[src/rtl/core/assert_macros.svh]
// Shared assertion shorthands.
`ifndef ASSERT_MACROS_SVH
`define ASSERT_MACROS_SVH

// Same-cycle implication, muted while reset is held.
`define SLAB_ASSERT(lbl, clk, rst_n, ante, cons) \
    lbl: assert property (@(posedge clk) disable iff (!rst_n) (ante) |-> (cons)) \
        else $error("assertion failed: same-cycle implication");

// Next-cycle implication, muted while reset is held.
`define SLAB_ASSERT_NEXT(lbl, clk, rst_n, ante, cons) \
    lbl: assert property (@(posedge clk) disable iff (!rst_n) (ante) |=> (cons)) \
        else $error("assertion failed: next-cycle implication");

`endif

[src/rtl/core/slab_pkg.sv]
package slab_pkg;

    localparam int unsigned Q     = 30;
    localparam int unsigned LIN_W = 31;

    typedef logic [LIN_W-1:0] t_lin;
    typedef t_lin             t_lin_tab [256];
    typedef logic [29:0]      t_coef;
    typedef t_coef            t_coef_tab [9];

    typedef struct packed {
        t_lin lin_r;
        t_lin lin_g;
        t_lin lin_b;
        logic frame_end;
    } t_item;

    typedef struct packed {
        logic full;
        logic empty;
    } t_q_stat;

    localparam int unsigned QDEPTH = 4;

    // X / 0.950456 and Z / 1.088754, rounded, as multiply by reciprocal plus correction
    localparam logic [16:0] XN_MUL = 17'd125000;
    localparam logic [15:0] XN_ADD = 16'd59403;
    localparam logic [16:0] XN_DIV = 17'd118807;
    localparam logic [31:0] XN_RCP = 32'((64'd125000 << 31) / 64'd118807);
    localparam logic [18:0] ZN_MUL = 19'd500000;
    localparam logic [18:0] ZN_ADD = 19'd272188;
    localparam logic [19:0] ZN_DIV = 20'd544377;
    localparam logic [31:0] ZN_RCP = 32'((64'd500000 << 31) / 64'd544377);

    // f(t) linear segment: (9033 t + 160 + 580) / 1160, valid for t <= epsilon
    localparam logic [23:0] F_THR = 24'd9509057;
    localparam logic [13:0] F_MUL = 14'd9033;
    localparam logic [37:0] F_ADD = 38'd171798692420;
    localparam logic [10:0] F_DIV = 11'd1160;
    localparam logic [28:0] F_RCP = 29'((64'd1 << 36) / 64'd145);
    localparam int unsigned F_LAT = 2 * LIN_W + 1;

    localparam int unsigned XYZ_E7 [9] = '{
        4124564, 3575761, 1804375,
        2126729, 7151522,  721750,
         193339, 1191920, 9503041
    };

    function automatic longint unsigned root5_q(input longint unsigned s);
        longint unsigned y;
        longint unsigned c;
        longint unsigned c2;
        longint unsigned c4;
        y = 64'd0;
        for (int k = 30; k >= 0; k--) begin
            c = y + (64'd1 << k);
            if (c <= (64'd1 << 30)) begin
                c2 = (c * c) >> 30;
                c4 = (c2 * c2) >> 30;
                if (((c4 * c) >> 30) <= s) begin
                    y = c;
                end
            end
        end
        return y;
    endfunction

    function automatic t_lin expand_q(input longint unsigned v);
        longint unsigned num;
        longint unsigned x;
        longint unsigned s;
        longint unsigned r;
        if (v <= 64'd10) begin
            num = (v * 64'd100) << 30;
            r = num / 64'd329460 + (((num % 64'd329460) * 64'd2 >= 64'd329460) ? 64'd1 : 64'd0);
        end else begin
            x = (((64'd1000 * v + 64'd14025) << 30) + 64'd134512) / 64'd269025;
            s = (x * x + (64'd1 << 29)) >> 30;
            r = (s * root5_q(s) + (64'd1 << 29)) >> 30;
        end
        return t_lin'(r);
    endfunction

    function automatic t_lin_tab build_lin_tab();
        t_lin_tab t;
        for (int v = 0; v < 256; v++) begin
            t[v] = expand_q(64'(v));
        end
        return t;
    endfunction

    function automatic t_coef_tab build_coef();
        t_coef_tab t;
        for (int k = 0; k < 9; k++) begin
            t[k] = t_coef'(((64'(XYZ_E7[k]) << 30) + 64'd5000000) / 64'd10000000);
        end
        return t;
    endfunction

    localparam t_lin_tab  LIN_TAB = build_lin_tab();
    localparam t_coef_tab COEF    = build_coef();

endpackage

[src/rtl/core/slab_queue.sv]
`include "assert_macros.svh"

module slab_queue (
    input  logic              i_clk,
    input  logic              i_rst_n,
    input  logic              i_push,
    input  slab_pkg::t_item   i_item,
    input  logic              i_pop,
    output slab_pkg::t_item   o_item,
    output slab_pkg::t_q_stat o_qs
);

    localparam int unsigned DEPTH = slab_pkg::QDEPTH;
    localparam int unsigned PW    = $clog2(DEPTH);

    slab_pkg::t_item r_mem [DEPTH];
    logic [PW-1:0]   r_wr;
    logic [PW-1:0]   r_rd;
    logic [PW:0]     r_count;

    assign o_qs.full  = (r_count == (PW+1)'(DEPTH));
    assign o_qs.empty = (r_count == '0);
    assign o_item     = r_mem[r_rd];

    always_ff @(posedge i_clk) begin
        if (!i_rst_n) begin
            r_wr    <= '0;
            r_rd    <= '0;
            r_count <= '0;
        end else begin
            if (i_push) begin
                r_wr <= r_wr + 1'b1;
            end
            if (i_pop) begin
                r_rd <= r_rd + 1'b1;
            end
            if (i_push && !i_pop) begin
                r_count <= r_count + 1'b1;
            end else if (i_pop && !i_push) begin
                r_count <= r_count - 1'b1;
            end
        end
    end

    always_ff @(posedge i_clk) begin
        if (i_push) begin
            r_mem[r_wr] <= i_item;
        end
    end

    `SLAB_ASSERT(a_q_bound, i_clk, i_rst_n, 1'b1, r_count <= (PW+1)'(DEPTH))
    `SLAB_ASSERT(a_q_no_overrun, i_clk, i_rst_n, i_push && o_qs.full, i_pop)

endmodule

[config.mk]
export PLATFORM = sky130hd
export DESIGN_NAME = slab_queue
export DESIGN_NICKNAME = d
export VERILOG_FILES = /design/src/rtl/core/slab_pkg.sv /design/src/rtl/core/slab_queue.sv
export VERILOG_INCLUDE_DIRS = /design/src /design/src/rtl/core
export SDC_FILE = /design/constraint.sdc
export NUM_CORES = 1
export LEC_CHECK = 0
export ABC_AREA = 1
export CORE_MARGIN = 4
export CORE_UTILIZATION = 50
export CTS_BUF_LIST = sky130_fd_sc_hd__clkbuf_8
export DETAILED_ROUTE_END_ITERATION = 10
export DONT_BUFFER_PORTS = 1
export GPL_ROUTABILITY_DRIVEN = 0
export HOLD_SLACK_MARGIN = 0.06
export SLEW_MARGIN = 25
export SYNTH_ARGS = -nofsm -noshare
export SYNTH_HDL_FRONTEND = slang
export SYNTH_SLANG_ARGS = --single-unit
[constraint.sdc]
create_clock -name i_clk -period 3.75 [get_ports i_clk]
set_clock_uncertainty 0.05 [all_clocks]
set_input_delay 0.75 -clock i_clk [delete_from_list [all_inputs] [get_ports i_clk]]
set_output_delay 0.75 -clock i_clk [all_outputs]
set_load 0.05 [all_outputs]
After elaboration in Yosys (flattened, before gate mapping):

Memories as Yosys holds them, arrays and structs flattened. A register that Yosys moved wholly into a read port is not among the register bits.
Index checks and enable logic that the tools add are counted.

* input bits: 98
* flip-flop bits (word level): 7
* word-level logic and storage cells: 21
* memories: 1
* output and inout bits: 96
* memory bits (writable): 376

* add/sub/neg operators: 4
* muxes and demuxes: 6
* equality and inequality tests: 1
* reduce and logical (&&, ||, !) cells: 6

Memories
* r_mem: depth 4, width 94, read ports 1, clocked after memory_dff 1, write ports 1, RTL line slab_queue.sv:16 `slab_pkg::t_item r_mem [DEPTH];`

Operator list (number)
* 3-bit 2-to-1 mux: 2
* 2-bit by 1-bit adder with 2-bit output (second input constant): 2
* 2-bit 2-to-1 mux: 2
* 3-bit by 1-bit adder with 3-bit output (second input constant): 1
* 3-bit equality test (second input constant): 1
* 3-bit zero test: 1
* 3-bit by 1-bit subtractor with 3-bit output (second input constant): 1
* 1-bit logical AND: 2
* 1-bit zero test: 2
* 1-bit 2-to-1 mux: 2
* 2-bit nonzero test: 1

Depth between registers and ports, before layout:

* word-level depth: 4
* depth in mapped cells: 10
* gate-level depth less buffers: 10

Least setup slack after synthesis:

OpenSTA, ideal clock, no wires.

* kind: in2reg
* start point: input i_push
* end point: memory r_mem[2][0] (netlist bit) (enable)
* arrival: 2.601 ns
* path buffers: 0
* stages on the path: 2
* library setup time: 0.448 ns
* data required time: 3.252 ns
* setup slack: 0.652 ns
* path through: nand2_1 > inv_1

* cells in the longest elaborated chain, start to end: 2

Ends and longest elaborated chain
* start, declared: RTL line slab_queue.sv:6 `input logic i_push,`
* 1-bit 2-to-1 mux: RTL line slab_queue.sv:46 `if (i_push) begin`
* 1-bit 2-to-1 mux (implied by the code): RTL line slab_queue.sv:47 `r_mem[r_wr] <= i_item;`
* end, declared: RTL line slab_queue.sv:16

Every way passes these cells.

==> flow_summary_export.csv <==
group,metric,value,unit
run_status,run_status,"complete, no violations",
floorplanning,dieHeight,177.4,um
power_and_ir_drop,peakVddDrop,0.0003535,V
route,wl,28.76,mm
grt,grt_remaining_overflow,0,
floorplanning,rows,61,
timing,tns,0,ns
floorplanning,dieArea,31460,um2
clocking,ctsLongestPathBuffers,3,
clocking,clkSinkCount,385,
timing,setup_violations,0,
clocking,cts-root-buf,"clkbuf_8",
cells_and_area,final_common_cell,"edfxtp_1",
critical_path,crit_path_end_kind,"output port",
worst_hold_path,hold_path_depth,0,
synthesis,syn-num-nets,1071,
route,dr.pass1.iters,4,
timing,slew_headroom,0.4131,
synthesis,synth_seq_area_share,0.7997,
timing,finalHoldViolCount,0,
cells_and_area,num_antenna_cells,0,
synthesis,yosys_warnings,0,
critical_path,crit_fanout,188,
critical_path,critical_path.cell_chain,"buf_12 > o21ai_0 > o22ai_1 > buf_4",
critical_path,reg2reg_depth,5,
worst_hold_path,hp-class,"in2reg",
synthesis,syn_area,14340,um2
grt,grt_pass1_wl,44.51,mm
clocking,htreeDepth,2,
synthesis,synthCells,967,
floorplanning,io_pins,194,
critical_path,cp_slowest_stage_delay,0.49,ns
power_and_ir_drop,p_leak,5.639,nW
cells_and_area,final_cell_mix,"edfxtp_1, nor2_1, o21ai_0",
timing,tightest_slew,0.8804,ns
flow_run,cap_violations,0,
cells_and_area,nets,1184,
critical_path,required,2.95,ns
route,ant_nets,0,
critical_path,slowest_stage,"buf_12",
route,drt-vias-per-instance,5.391,
placement,port_buffers,0,
clocking,cts.repair.resized,0,
timing,max_freq,313.2,MHz
grt,grt_max_degree,189,
clocking,cts_tree,"yes",
clocking,clk_pin_slew,0.06,ns
grt,grt_use_total,0.1812,
timing,period_needed,3.193,ns
synthesis,ys_seq_elements,385,
critical_path,arrival,2.39,ns
clocking,cts_setup_buffers,0,
grt,grt_pass1_vias,8218,
floorplanning,fp.dieW,177.4,um
synthesis,avgSynthCellArea,14.83,um2
synthesis,ys_types,21,
route,via_count,8086,
grt,antenna_found_initial,0,
floorplanning,core,28010,um2
timing,fin_crit_sh,0.8514,
cells_and_area,layout-drive-gt1-share,0.1667,
critical_path,start_kind,"flip-flop",
timing,drv_slew,0,
power_and_ir_drop,cellPowerDensity,562.7,nW/um2
floorplanning,start_util,0.5121,
route,drtIter0Drc,510,
cells_and_area,area_growth_syn_to_layout,14.86,%
placement,dp_hpwl,15.31,mm
route,wire_per_inst,19.18,um
timing,rsz0062_at_grt,"no",
clocking,clock_latency,0.57,ns
clocking,hold_buffers,0,
clocking,cts_made_buffers,60,
route,drc,0,
critical_path,crit_type,"reg2out",
cells_and_area,post-route-util,0.5882,
cell usage after synthesis:
library cell | number | area (um2)
ha_1 | 5 | 62.56
inv_6 | 1 | 8.760
nand2_1 | 9 | 33.78
o21ai_1 | 37 | 185.2
a21oi_1 | 4 | 20.02
nand3_1 | 1 | 5.000
buf_4 | 4 | 30.03
inv_1 | 15 | 56.30
buf_12 | 1 | 20.02
nor3_1 | 2 | 10.01
o22ai_1 | 94 | 588.1
buf_6 | 13 | 146.4
buf_2 | 4 | 20.02
edfxtp_1 | 376 | 11290
dfxtp_1 | 9 | 180.2
o21ai_0 | 157 | 785.8
inv_2 | 1 | 3.750
fa_1 | 1 | 20.02
nor2_1 | 193 | 724.4
nand4_1 | 1 | 6.260
clkbuf_1 | 39 | 146.4
where the power goes:
part	internal [mW]	switching [mW]
sequential	4.92	0.0402
clock	1.55	1.47
combinational	0.332	0.953
total	6.80	2.47
sequential cells by signal, summed over array words and instances (netlist names), named ones only:
register	count
r_wr	2
r_rd	2
r_count	3
r_mem	376
cell families (layout without fill, tap and decap cells):
kind of cell             after synthesis  after routing  synth area share
AND/OR/NAND/NOR                      206            206           0.05434
AO/OA/AOI/OAI                        292            292            0.1101
adder cells (fa/ha/maj)                6              6          0.005757
flip-flops                           385            385            0.7997
buffers and inverters                 78            233           0.03009
critical path, delay by kind of cell (launching register included):
family                 cells  cell delay (ns)
flip-flops                 1             0.38
buffers and inverters      2             0.73
AO/OA/AOI/OAI              2             0.47
stage by stage:
stage | hold WS [ns] | instance area (um2) | power, mW | cells | setup slack, ns
after global placement | 0.3959 | 15430 | 6.342 | 1396 | 1.230
after CTS | 0.1523 | 16470 | 9.386 | 1500 | 0.5847
after global routing | 0.1581 | 16470 | 9.684 | 1500 | 0.4868
after floorplan | 0.3615 | 14340 | 5.975 | 967 | 0.6517
after detailed placement | 0.3916 | 15430 | 6.350 | 1396 | 1.232
final | 0.2075 | 16470 | 9.270 | 1500 | 0.5573
path summary, 6_finish.rpt:
check,from,to,slack (ns)
max,flip-flop,o_item[28],0.56
min,i_item[77],r_mem[3][77],0.21
max reg2reg,r_wr[0],r_mem[0][56],1.83
min reg2reg,r_rd[1],flip-flop,0.41
routing by layer:
layer / vias up / share of wire / GRT usage
li1: 3876 / - / -
met1: 3903 / 0.41 / 0.2255
met2: 253 / 0.48 / 0.3000
met3: 54 / 0.094 / 0.06711
met4: 0 / 0.019 / 0.05350
met5: - / 0 / 0
layout make-up:
class	count	area (um2)
multi-input cells	504	2441
repair buffers	112	965.9
inverters	17	78.83
flip-flops and latches	385	11480
clock buffers	64	880.8
clock inverters	40	158.9
well taps	378	473.0
fillers	2190	11540
Note: power is estimated with default switching activity, not from simulation.
